==> src/design/ble_pkg.sv <==
// ----------------------------------------------------------------------------
// ble_pkg
// Shared types and defaults for the bounded list engine: opcodes, status
// codes, sequencer states and the result flag group.
// ----------------------------------------------------------------------------
package ble_pkg;

   localparam int DEPTH_DEF = 16;
   localparam int WIDTH_DEF = 32;

   typedef enum logic [2:0] {
      OP_APPEND  = 3'd0,
      OP_PREPEND = 3'd1,
      OP_FIND    = 3'd2,
      OP_REMOVE  = 3'd3,
      OP_POP     = 3'd4,
      OP_FRONT   = 3'd5,
      OP_NEXT    = 3'd6
   } op_type;

   typedef enum logic [1:0] {
      ST_OK   = 2'd0,
      ST_FULL = 2'd1,
      ST_MISS = 2'd2
   } status_type;

   typedef enum logic [1:0] {
      S_IDLE,
      S_WALK,
      S_FINISH
   } state_type;

   typedef struct packed {
      status_type status;
      logic       found;
      logic       value_valid;
   } res_flags_type;

endpackage

==> src/design/ble_mem.sv <==
// ----------------------------------------------------------------------------
// ble_mem
// Entry store: one write port and one read port with registered read data.
// ----------------------------------------------------------------------------
module ble_mem #(
   parameter int DEPTH = 16,
   parameter int WIDTH = 32
) (
   input  logic                     clock,
   input  logic                     wr_en,
   input  logic [$clog2(DEPTH)-1:0] wr_addr,
   input  logic [WIDTH-1:0]         wr_data,
   input  logic                     rd_en,
   input  logic [$clog2(DEPTH)-1:0] rd_addr,
   output logic [WIDTH-1:0]         rd_data
);

   logic [WIDTH-1:0] mem_ff [DEPTH];
   logic [WIDTH-1:0] rd_data_ff;

   always_ff @(posedge clock) begin
      if (wr_en) begin
         mem_ff[wr_addr] <= wr_data;
      end
      if (rd_en) begin
         rd_data_ff <= mem_ff[rd_addr];
      end
   end

   assign rd_data = rd_data_ff;

endmodule

==> src/design/ble_ctrl.sv <==
// ----------------------------------------------------------------------------
// ble_ctrl
// Sequencer for the list operations. Walks the entry store one read a cycle,
// with one shared comparator acting on the returned word.
// ----------------------------------------------------------------------------
module ble_ctrl #(
   parameter int DEPTH = 16,
   parameter int WIDTH = 32
) (
   input  logic                         clock,
   input  logic                         reset,
   input  logic                         req_valid,
   input  logic [2:0]                   req_opcode,
   input  logic [WIDTH-1:0]             req_operand,
   output logic                         req_ready,
   output logic                         done,
   input  logic                         done_ack,
   output ble_pkg::res_flags_type       res_flags,
   output logic [WIDTH-1:0]             res_value,
   output logic [$clog2(DEPTH+1)-1:0]   res_count,
   output logic                         mem_wr_en,
   output logic [$clog2(DEPTH)-1:0]     mem_wr_addr,
   output logic [WIDTH-1:0]             mem_wr_data,
   output logic                         mem_rd_en,
   output logic [$clog2(DEPTH)-1:0]     mem_rd_addr,
   input  logic [WIDTH-1:0]             mem_rd_data
);
   import ble_pkg::*;

   localparam int AW    = $clog2(DEPTH);
   localparam int CNT_W = $clog2(DEPTH+1);
   localparam logic [CNT_W-1:0] NONE_POS = CNT_W'(DEPTH);

   state_type        state_ff, state_in;
   op_type           op_ff, op_in, req_op;
   logic [WIDTH-1:0] operand_ff, operand_in;
   logic [CNT_W-1:0] count_ff, count_in;
   logic [CNT_W-1:0] cursor_ff, cursor_in;
   logic [AW-1:0]    rd_idx_ff, rd_idx_in;
   logic [CNT_W-1:0] rd_left_ff, rd_left_in;
   logic             pend_ff, pend_in;
   logic [AW-1:0]    pend_idx_ff, pend_idx_in;
   logic [CNT_W-1:0] wr_idx_ff, wr_idx_in;
   logic             found_ff, found_in;
   status_type       status_ff, status_in;
   logic [WIDTH-1:0] value_ff, value_in;
   logic             vvalid_ff, vvalid_in;

   logic             accept;
   logic             full;
   logic             empty;
   logic             cursor_ok;
   logic             walk_start;
   logic             walk_end;
   logic             match;
   logic [CNT_W-1:0] cnt_dec;
   logic [CNT_W-1:0] cursor_inc;

   assign req_op     = op_type'(req_opcode);
   assign accept     = req_valid && (state_ff == S_IDLE);
   assign full       = (count_ff == NONE_POS);
   assign empty      = (count_ff == '0);
   assign cursor_ok  = (cursor_ff < count_ff);
   assign cnt_dec    = count_ff - CNT_W'(1);
   assign cursor_inc = cursor_ff + CNT_W'(1);
   assign walk_end   = !pend_ff && (rd_left_ff == '0);
   // the shared comparator
   assign match      = (mem_rd_data == operand_ff);

   always_comb begin
      unique case (req_op)
         OP_PREPEND:         walk_start = !full;
         OP_FIND, OP_REMOVE: walk_start = 1'b1;
         OP_POP, OP_FRONT:   walk_start = !empty;
         OP_NEXT:            walk_start = cursor_ok;
         default:            walk_start = 1'b0;
      endcase
   end

   // next state
   always_comb begin
      state_in = state_ff;
      unique case (state_ff)
         S_IDLE: begin
            if (accept) begin
               state_in = walk_start ? S_WALK : S_FINISH;
            end
         end
         S_WALK: begin
            if (walk_end) begin
               state_in = S_FINISH;
            end
         end
         S_FINISH: begin
            if (done_ack) begin
               state_in = S_IDLE;
            end
         end
         default: state_in = S_IDLE;
      endcase
   end

   // datapath and outputs
   always_comb begin
      op_in       = op_ff;
      operand_in  = operand_ff;
      count_in    = count_ff;
      cursor_in   = cursor_ff;
      rd_idx_in   = rd_idx_ff;
      rd_left_in  = rd_left_ff;
      pend_in     = 1'b0;
      pend_idx_in = pend_idx_ff;
      wr_idx_in   = wr_idx_ff;
      found_in    = found_ff;
      status_in   = status_ff;
      value_in    = value_ff;
      vvalid_in   = vvalid_ff;
      mem_wr_en   = 1'b0;
      mem_wr_addr = '0;
      mem_wr_data = '0;
      mem_rd_en   = 1'b0;
      mem_rd_addr = rd_idx_ff;
      req_ready   = (state_ff == S_IDLE);
      done        = (state_ff == S_FINISH);

      unique case (state_ff)
         S_IDLE: begin
            if (accept) begin
               op_in      = req_op;
               operand_in = req_operand;
               found_in   = 1'b0;
               status_in  = ST_OK;
               value_in   = '0;
               vvalid_in  = 1'b0;
               wr_idx_in  = '0;
               rd_idx_in  = '0;
               rd_left_in = '0;
               unique case (req_op)
                  OP_APPEND: begin
                     if (full) begin
                        status_in = ST_FULL;
                     end else begin
                        mem_wr_en   = 1'b1;
                        mem_wr_addr = count_ff[AW-1:0];
                        mem_wr_data = req_operand;
                        count_in    = count_ff + CNT_W'(1);
                        cursor_in   = NONE_POS;
                     end
                  end
                  OP_PREPEND: begin
                     if (full) begin
                        status_in = ST_FULL;
                     end else begin
                        rd_idx_in  = cnt_dec[AW-1:0];
                        rd_left_in = count_ff;
                     end
                  end
                  OP_FIND, OP_REMOVE: begin
                     rd_left_in = count_ff;
                  end
                  OP_POP: begin
                     if (empty) begin
                        status_in = ST_MISS;
                     end else begin
                        rd_idx_in  = AW'(1);
                        rd_left_in = cnt_dec;
                     end
                  end
                  OP_FRONT: begin
                     if (empty) begin
                        status_in = ST_MISS;
                     end else begin
                        rd_left_in = CNT_W'(1);
                     end
                  end
                  OP_NEXT: begin
                     if (cursor_ok) begin
                        rd_idx_in  = cursor_ff[AW-1:0];
                        rd_left_in = CNT_W'(1);
                     end else begin
                        status_in = ST_MISS;
                     end
                  end
                  default: ;
               endcase
            end
         end

         S_WALK: begin
            // issue the next read
            if (rd_left_ff != '0) begin
               mem_rd_en   = 1'b1;
               rd_left_in  = rd_left_ff - CNT_W'(1);
               pend_in     = 1'b1;
               pend_idx_in = rd_idx_ff;
               rd_idx_in   = (op_ff == OP_PREPEND) ? rd_idx_ff - AW'(1)
                                                   : rd_idx_ff + AW'(1);
            end
            // act on the word read last cycle
            if (pend_ff) begin
               unique case (op_ff)
                  OP_PREPEND: begin
                     mem_wr_en   = 1'b1;
                     mem_wr_addr = pend_idx_ff + AW'(1);
                     mem_wr_data = mem_rd_data;
                  end
                  OP_FIND: begin
                     if (match) begin
                        found_in = 1'b1;
                     end
                  end
                  OP_REMOVE: begin
                     if (match) begin
                        found_in = 1'b1;
                     end else begin
                        mem_wr_en   = 1'b1;
                        mem_wr_addr = wr_idx_ff[AW-1:0];
                        mem_wr_data = mem_rd_data;
                        wr_idx_in   = wr_idx_ff + CNT_W'(1);
                     end
                  end
                  OP_POP: begin
                     mem_wr_en   = 1'b1;
                     mem_wr_addr = pend_idx_ff - AW'(1);
                     mem_wr_data = mem_rd_data;
                  end
                  OP_FRONT, OP_NEXT: begin
                     value_in  = mem_rd_data;
                     vvalid_in = 1'b1;
                  end
                  default: ;
               endcase
            end
            // closing step once all reads are back
            if (walk_end) begin
               unique case (op_ff)
                  OP_PREPEND: begin
                     mem_wr_en   = 1'b1;
                     mem_wr_addr = '0;
                     mem_wr_data = operand_ff;
                     count_in    = count_ff + CNT_W'(1);
                     cursor_in   = NONE_POS;
                  end
                  OP_FIND: begin
                     status_in = found_ff ? ST_OK : ST_MISS;
                  end
                  OP_REMOVE: begin
                     if (found_ff) begin
                        count_in  = wr_idx_ff;
                        cursor_in = NONE_POS;
                        status_in = ST_OK;
                     end else begin
                        status_in = ST_MISS;
                     end
                  end
                  OP_POP: begin
                     count_in  = cnt_dec;
                     cursor_in = NONE_POS;
                  end
                  OP_FRONT: begin
                     cursor_in = (count_ff > CNT_W'(1)) ? CNT_W'(1) : NONE_POS;
                  end
                  OP_NEXT: begin
                     cursor_in = (cursor_inc < count_ff) ? cursor_inc : NONE_POS;
                  end
                  default: ;
               endcase
            end
         end

         S_FINISH: ;

         default: ;
      endcase
   end

   always_ff @(posedge clock) begin
      if (reset) begin
         state_ff  <= S_IDLE;
         count_ff  <= '0;
         cursor_ff <= NONE_POS;
         pend_ff   <= 1'b0;
      end else begin
         state_ff  <= state_in;
         count_ff  <= count_in;
         cursor_ff <= cursor_in;
         pend_ff   <= pend_in;
      end
   end

   always_ff @(posedge clock) begin
      op_ff       <= op_in;
      operand_ff  <= operand_in;
      rd_idx_ff   <= rd_idx_in;
      rd_left_ff  <= rd_left_in;
      pend_idx_ff <= pend_idx_in;
      wr_idx_ff   <= wr_idx_in;
      found_ff    <= found_in;
      status_ff   <= status_in;
      value_ff    <= value_in;
      vvalid_ff   <= vvalid_in;
   end

   assign res_flags.status      = status_ff;
   assign res_flags.found       = found_ff;
   assign res_flags.value_valid = vvalid_ff;
   assign res_value             = value_ff;
   assign res_count             = count_ff;

endmodule

==> src/design/bounded_list_engine_top.sv <==
// ----------------------------------------------------------------------------
// bounded_list_engine_top
// Ordered list store of up to DEPTH words with append, prepend, find,
// remove-all, pop, front and next operations; one result per request.
// ----------------------------------------------------------------------------
// Usage:
//   req_opcode/req_operand come in on a valid/ready channel; each transfer
//   yields exactly one transfer on the rsp_ channel (status, found, value,
//   value_valid, count after the operation).
//   One request is worked on at a time; req_ready is low from the accepting
//   edge until the result moves into the output register.
//   Append, full/empty rejects and unused opcodes go straight to the finish
//   state; front and next read one entry; prepend, find, remove and pop walk
//   up to DEPTH stored entries before their result is ready.
//   The walk is bound by the store's single read port, one entry per cycle,
//   each returned word going through the one comparator, written back or captured.
//   A result waiting in the output register does not stop the next request
//   from being accepted; the sequencer holds its finished result until the
//   output register frees up, so a stalled receiver only delays completion.
//   Reset empties the list and clears the cursor at once; store contents
//   are left as they are and never read before being written.
// ----------------------------------------------------------------------------
module bounded_list_engine_top #(
   parameter int DEPTH = ble_pkg::DEPTH_DEF,
   parameter int WIDTH = ble_pkg::WIDTH_DEF
) (
   input  logic                       clock,
   input  logic                       reset,
   input  logic                       req_valid,
   output logic                       req_ready,
   input  logic [2:0]                 req_opcode,
   input  logic [WIDTH-1:0]           req_operand,
   output logic                       rsp_valid,
   input  logic                       rsp_ready,
   output logic [1:0]                 rsp_status,
   output logic                       rsp_found,
   output logic [WIDTH-1:0]           rsp_value,
   output logic                       rsp_value_valid,
   output logic [$clog2(DEPTH+1)-1:0] rsp_count
);
   import ble_pkg::*;

   localparam int AW    = $clog2(DEPTH);
   localparam int CNT_W = $clog2(DEPTH+1);

   logic             done;
   logic             load;
   res_flags_type    res_flags;
   logic [WIDTH-1:0] res_value;
   logic [CNT_W-1:0] res_count;

   logic             mem_wr_en;
   logic [AW-1:0]    mem_wr_addr;
   logic [WIDTH-1:0] mem_wr_data;
   logic             mem_rd_en;
   logic [AW-1:0]    mem_rd_addr;
   logic [WIDTH-1:0] mem_rd_data;

   logic             rsp_valid_ff, rsp_valid_in;
   res_flags_type    rsp_flags_ff;
   logic [WIDTH-1:0] rsp_value_ff;
   logic [CNT_W-1:0] rsp_count_ff;

   ble_ctrl #(
      .DEPTH(DEPTH),
      .WIDTH(WIDTH)
   ) u_ctrl (
      .clock      (clock),
      .reset      (reset),
      .req_valid  (req_valid),
      .req_opcode (req_opcode),
      .req_operand(req_operand),
      .req_ready  (req_ready),
      .done       (done),
      .done_ack   (load),
      .res_flags  (res_flags),
      .res_value  (res_value),
      .res_count  (res_count),
      .mem_wr_en  (mem_wr_en),
      .mem_wr_addr(mem_wr_addr),
      .mem_wr_data(mem_wr_data),
      .mem_rd_en  (mem_rd_en),
      .mem_rd_addr(mem_rd_addr),
      .mem_rd_data(mem_rd_data)
   );

   ble_mem #(
      .DEPTH(DEPTH),
      .WIDTH(WIDTH)
   ) u_mem (
      .clock  (clock),
      .wr_en  (mem_wr_en),
      .wr_addr(mem_wr_addr),
      .wr_data(mem_wr_data),
      .rd_en  (mem_rd_en),
      .rd_addr(mem_rd_addr),
      .rd_data(mem_rd_data)
   );

   // output register takes a result when empty or being drained
   assign load         = done && (!rsp_valid_ff || rsp_ready);
   assign rsp_valid_in = load || (rsp_valid_ff && !rsp_ready);

   always_ff @(posedge clock) begin
      if (reset) begin
         rsp_valid_ff <= 1'b0;
      end else begin
         rsp_valid_ff <= rsp_valid_in;
      end
   end

   always_ff @(posedge clock) begin
      if (load) begin
         rsp_flags_ff <= res_flags;
         rsp_value_ff <= res_value;
         rsp_count_ff <= res_count;
      end
   end

   assign rsp_valid       = rsp_valid_ff;
   assign rsp_status      = rsp_flags_ff.status;
   assign rsp_found       = rsp_flags_ff.found;
   assign rsp_value       = rsp_value_ff;
   assign rsp_value_valid = rsp_flags_ff.value_valid;
   assign rsp_count       = rsp_count_ff;

endmodule

==> config.mk <==
export PLATFORM = sky130hd
export DESIGN_NAME = bounded_list_engine_top
export DESIGN_NICKNAME = d
export VERILOG_FILES = /design/src/design/ble_pkg.sv /design/src/design/ble_mem.sv /design/src/design/ble_ctrl.sv /design/src/design/bounded_list_engine_top.sv
export SDC_FILE = /design/constraint.sdc
export NUM_CORES = 1
export LEC_CHECK = 0
export BUFFER_PORTS_ARGS = -buffer_cell sky130_fd_sc_hd__buf_2
export CORE_MARGIN = 1
export CORE_UTILIZATION = 50
export DETAILED_ROUTE_END_ITERATION = 8
export GPL_TIMING_DRIVEN = 0
export PLACE_DENSITY = 0.66
export SLEW_MARGIN = 30
export SYNTH_ARGS = -nofsm -noshare
export SYNTH_HDL_FRONTEND = slang
export SYNTH_SLANG_ARGS = --single-unit
==> constraint.sdc <==
create_clock -name clock -period 13.7 [get_ports clock]
set_input_delay 0 -clock clock [delete_from_list [all_inputs] [get_ports clock]]
set_output_delay 0 -clock clock [all_outputs]
set_load 0.05 [all_outputs]
# Yosys cells after proc, flatten, opt, wreduce, memory -nomap -nowiden
# Memories as Yosys holds them, arrays and structs flattened. A register that Yosys moved wholly into a read port is not among the register bits.
# Cells that the tools add are included.
# totals
reg_bits	144
mem_count	1
output_inout_bits	43
elab_cells	192
input_bits	39
ram_bits	512
# op_classes
n_reduce_logical	33
n_mux	95
eq_ne	31
addsub	9
n_lt_le_gt_ge	3
# mem_list
memory	words	width	rd	rd_ports_with_merged_regs	wr	line_no	text
u_mem.mem_ff	16	32	1	1	1	ble_mem.sv:18	logic [WIDTH-1:0] mem_ff [DEPTH];
# ops
cell	n
$mux W32	10
$pmux W32 S2	3
$mux W5	20
$mux W4	12
$pmux W5 S2	4
$eq A32 B32 Y1	1
$pmux W5 S5	1
$pmux W4 S3	2
$mux W1	21
$mux W2	10
$pmux W5 S4	1
$eq A3 B3 Y1 const B	6
$ne A2 B1 Y1 const B	8
$pmux W4 S2	2
$add A5 B1 Y5 const B	3
$pmux W5 S3	1
$reduce_and A7 Y1	2
$eq A3 B2 Y1 const B	4
$pmux W2 S3	2
$reduce_or A2 Y1	6
$logic_not A5 Y1	2
$lt A5 B5 Y1	2
$reduce_and A5 Y1	2
$sub A5 B1 Y5 const B	2
other kinds (24)	44

# Logic depth before layout (Yosys ltp)
# depth
depth_word	9
mapped_depth	11

# Hierarchy
# From an unflattened synthesis, not the netlist that was laid out.
# unflattened
cells_unflattened	1448
hier_area_um2	27356.2
# by_module_without_submodules
module	cells_each	n_inst	area_each_um2	seq_area_each_um2
ble_mem	838	1	20155.6	16335.7
ble_ctrl	564	1	5914.4	2932.8
bounded_list_engine_top	46	1	1286.2	1251.2

# Worst setup path after synthesis
# No wires, ideal clock.
# synth_path
path_kind	reg-to-reg
startpoint	reg u_ctrl.op_ff[0]
endpoint	mem u_mem.mem_ff[5][0], enable pin
n_path_buf	1
path_stages_with_launch	12
t_arrival_ps	3867
slack_ps	9412
t_required_ps	13279
cell_sequence	edfxtp_1 -> clkbuf_1 -> nand2b_1 -> nor2_1 -> ha_1 -> a21o_1 -> a21oi_1 -> xnor2_1 -> mux2_2 -> a311oi_1 -> nand2b_1 -> nor2_1
# synth_via
elab_chain_cells	9
elab_cells_between_ends	16
# synth_lines
item	line_no	text
from (decl)	ble_ctrl.sv:35	op_type op_ff, op_in, req_op;
from (signal assigned)	ble_ctrl.sv:292	op_ff <= op_in;
$eq A3 B3 Y1 / $eq A3 B1 Y1 (equally long branches)	ble_ctrl.sv:201, ble_ctrl.sv:236	
$reduce_or A2 Y1 (no line)	-	
$pmux W1 S2	ble_ctrl.sv:201	unique case (op_ff)
$mux W1	ble_ctrl.sv:200	if (pend_ff) begin
$mux W1	ble_ctrl.sv:236	unique case (op_ff)
$mux W1	ble_ctrl.sv:235	if (walk_end) begin
$pmux W1 S2	ble_ctrl.sv:126	unique case (state_ff)
$mux W1	ble_mem.sv:22	if (wr_en) begin
$mux W1 (not written as such)	ble_mem.sv:23	mem_ff[wr_addr] <= wr_data;
to (decl)	ble_mem.sv:18	
# Several ways; a longest one is shown, not always the timed one.

# Final worst setup path
# layout_path
startpoint	reg u_mem.rd_data_ff[27] (netlist: u_mem.rd_data[27]) (read register of u_mem.mem_ff)
endpoint	mem u_mem.mem_ff[12][16], enable pin
# layout_via
elab_chain_cells	9
elab_cells_between_ends	15
# layout_lines
item	line_no	text
from (decl)	ble_mem.sv:19	logic [WIDTH-1:0] rd_data_ff;
$eq A32 B32 Y1 (*)	ble_ctrl.sv:68	assign match = (mem_rd_data == operand_ff);
$mux W1	ble_ctrl.sv:213	if (match) begin
$pmux W1 S2	ble_ctrl.sv:201	
$mux W1	ble_ctrl.sv:200	
$mux W1	ble_ctrl.sv:236	
$mux W1	ble_ctrl.sv:235	
$pmux W1 S2	ble_ctrl.sv:126	
$mux W1	ble_mem.sv:22	
$mux W1 (not written as such)	ble_mem.sv:23	
# Every way passes the cells marked *; elsewhere a longest branch is shown, timed or not.

==> flow_summary.json <==
{
  "clock_tree.htree_level_count": 3,
  "chipWidth_um": 235,
  "coreArea_mm2": 0.0538,
  "clk_pin_slew_ns": 0.06,
  "detail_route.drc_violations": 0,
  "worst_clock_skew_ns": 0.0259,
  "postSynthAreaPerCell_um2": 20.3,
  "wl_per_cell_um": 29.4,
  "cp.required_ns": 14.01,
  "run_status": "complete, no violations",
  "detail_route.vias_per_cell": 6.22,
  "finalInstanceArea_mm2": 0.0322,
  "tritoncts_buffers": 70,
  "ir_drop_mv": 0.0923,
  "post-route-util_pct": 59.9,
  "grt_util_all_layers_pct": 25.3,
  "element_type_at_the_critical_path_end": "flip-flop",
  "die-area_mm2": 0.0554,
  "synth_async_sr_flop_share_pct": 0,
  "detailedRoute.firstPassIterationCount": 6,
  "start_kind": "flip-flop",
  "dp_hpwl_um": 46500,
  "unrepaired_setup_endpoints_after_global_routing": "no",
  "chipHeight_um": 235,
  "setup_viol": 0,
  "final_net_count": 1634,
  "postSynth.topFlopCell": "edfxtp_1",
  "number_of_violations_reported_at_the_end_of_detailed_routing_iteration_0": 2030,
  "wl_um": 68300,
  "max_cap_violations": 0,
  "synth_top_area_cell": "edfxtp_1",
  "dr_vias": 14400,
  "max_slew_margin_pct": 34.0,
  "detail-route-antenna-nets": 0,
  "worst-path-max-fanout": 12,
  "grt_first_pass_wirelength_um": 99300,
  "timing.final.max_slew_violations": 0,
  "synth_cell_type_count": 67,
  "swShare_pct": 23.7,
  "worst_hold_slack_across_all_endpoints_ns": 0.139,
  "cts.root.buffer_cell": "clkbuf_16",
  "floorplan.initialDensity_pct": 50.6,
  "sequential_cell_area_fraction_in_the_yosys_report_pct": 75.3,
  "portion_of_total_power_attributed_to_combinational_logic_pct": 11.2,
  "worst_pin_slew_ns": 0.990,
  "netlist_instances": 1345,
  "drive_gt1_share_pct": 26.6,
  "yosys.area.top_type_share_pct": 74.3,
  "global_placement_routability_congestion": 0.848,
  "fmaxAchievable_ghz": 0.216,
  "power_frac_seq_pct": 50.3,
  "pwr_per_cell_area_mw_per_mm2": 148,
  "clock_tree.buffer_depth": 3,
  "grt_pass1_vias": 14600,
  "synth_enable_flop_cells": 674,
  "path_class": "reg -> reg",
  "fin_setup_tns_ns": 0,
  "clk-insertion-delay-late_ns": 0.62,
  "finalHoldViolCount": 0,
  "clockPowerShare_pct": 38.5,
  "clock-sinks": 688,
  "synth-seq-cells": 688,
  "antenna_found_initial": 0,
  "tritoncts": "done",
  "syn_to_final_growth_pct": 18.4,
  "globalRoute.totalOverflow": 0,
  "fp-row-count": 85,
  "floorplan.io_pins": 82,
  "detailed_place.area_mm2": 0.0297,
  "placement.io_buffers": 80,
  "synth_nets": 1404,
  "cts_setup_buffers": 0,
  "netSwitchingPower_uw": 1140,
  "internal-power_uw": 3650,
  "power.static_leakage_uw": 0.0100,
  "fin_crit_ns": 4.64,
  "worstHoldPathType": "in -> reg",
  "grt_start_max_net_pins": 37,
  "ys.warnings.count": 0,
  "wp_data_arrival_ns": 4.95,
  "min_period_over_period_pct": 33.9,
  "post_synth_main_area_contributors": "edfxtp_1, mux4_2, xnor2_1, a222oi_1, dfxtp_1",
  "syn_area_mm2": 0.0272
}
-- state kept, by name, summed over array words and instances, names as in the netlist, 2 cells and up --
signal and flops:
rsp_count 5, u_ctrl.state_ff 2, u_ctrl.rd_left_ff 5, u_ctrl.wr_idx_ff 5, u_ctrl.operand_ff 32, u_mem.rd_data 32, u_ctrl.pend_idx_ff 4, u_ctrl.cursor_ff 5
u_ctrl.op_ff 3, u_ctrl.status_ff 2, u_ctrl.res_count 5, rsp_value 32, u_ctrl.mem_rd_addr 4, u_mem.mem_ff 512, u_ctrl.res_value 32, rsp_status 2
-- path summary, 6_finish.rpt --
kind	start	end	slack [ns]	cells past startpoint
hold / removal	req_operand[29]	u_ctrl.operand_ff[29]	0.14	2
setup / recovery	u_mem.rd_data[27]	u_mem.mem_ff[12][16]	9.06	9
hold reg to reg	u_ctrl.res_value[20]	rsp_value[20]	0.42	0
setup reg to reg	u_mem.rd_data[27]	u_mem.mem_ff[12][16]	9.06	9
-- cell usage in the layout, fill, tap and decap left out, types with 14 or more instances in the layout --
master,Yosys,final
mux4_2,160,160
and2_1,34,34
nand2_1,22,22
buf_16,0,33
xnor2_1,42,42
dfxtp_1,14,14
clkinv_1,0,18
inv_1,51,49
clkbuf_16,0,72
nor2_4,0,16
a222oi_1,34,34
dlygate4sd3_1,0,38
clkbuf_1,43,50
nor2_1,58,42
ha_1,18,18
nand3_1,18,18
edfxtp_1,674,674
a21oi_1,24,24
buf_2,13,96
-- routing by layer --
metal | track usage [%] | part of all wire [%] | routed length [µm]
met3 | 4.96 | 8.7 | 5960
met2 | 40.8 | 49 | 33400
met4 | 7.11 | 2.3 | 1590
met1 | 35.3 | 40 | 27300
met5 | 0.693 | 0.073 | 50
-- power by group through the flow --
| stage | logic, µW | registers [µW] | clock network [µW] |
|---|---|---|---|
| 6_report | 536 | 2410 | 1840 |
| 5_1_grt | 565 | 2410 | 1930 |
| 4_1_cts | 543 | 2410 | 1860 |
| 3_5_place_dp | 531 | 2450 | 0 |
| 3_3_place_gp | 505 | 2450 | 0 |
| 2_1_floorplan | 322 | 2470 | 0 |
-- critical path, stage by stage, from the launching register on --
cell and delay (ns):
edfxtp_1 0.49, xnor2_1 0.42, nand4_1 0.29, nor4_2 0.63, a31oi_1 0.30, a222oi_1 0.60, nand3_1 0.49, nor2_4 0.68
buf_16 0.23, buf_16 0.18
-- metrics by stage --
step	total power, µW	setup WS (ns)	std cells
after floorplan	2790	9.41	1345
after global placement	2960	7.08	2121
after detailed placement	2980	9.12	2161
after CTS	4810	9.10	2321
after global routing	4910	8.82	2321
final	4780	9.06	2322
-- kinds of logic after synthesis --
family,after synthesis,share of synthesized area [%]
xor+xnor,48,1.54
mux,162,13.3
flops,688,75.3
buf+inv,120,1.82
simple gates,193,3.76
fa+ha+maj,20,0.974
compound gates,114,3.27
-- area by class of cell --
cell class | count | area (µm²)
antenna | 1 | 2.50
multi-input combinational | 537 | 6360
sequential | 688 | 20500
timing repair buffer | 158 | 1800
fill | 3842 | 21600
clock inverter | 39 | 333
inverter | 52 | 200
clock buffer | 83 | 1840
buffer | 68 | 310
tap | 696 | 871
-- cell usage after synthesis (2+ instances only) --
cell / count
a211oi_1: 2
a21o_1: 4
a21oi_1: 24
a221oi_1: 2
a222oi_1: 34
a22oi_1: 6
a311oi_1: 2
a31oi_1: 5
and2_1: 34
and4_1: 2
buf_1: 7
buf_2: 13
buf_4: 2
buf_6: 3
clkbuf_1: 43
dfxtp_1: 14
edfxtp_1: 674
fa_1: 2
ha_1: 18
inv_1: 51
mux4_2: 160
nand2_1: 22
nand2b_1: 11
nand3_1: 18
nand3b_1: 2
nand4_1: 9
nor2_1: 58
nor2b_1: 4
nor3_1: 11
nor3b_1: 2
nor4_1: 4
o21ai_0: 11
o221ai_1: 3
o22ai_1: 7
or2_1: 2
or2_2: 2
xnor2_1: 42
xor2_1: 6
-- repair_timing --
action,in CTS,in global routing
endpoints found under the hold margin,43,0
gates resized for setup,0,0
hold buffers,38,0
(Power assumes the default switching activity.)
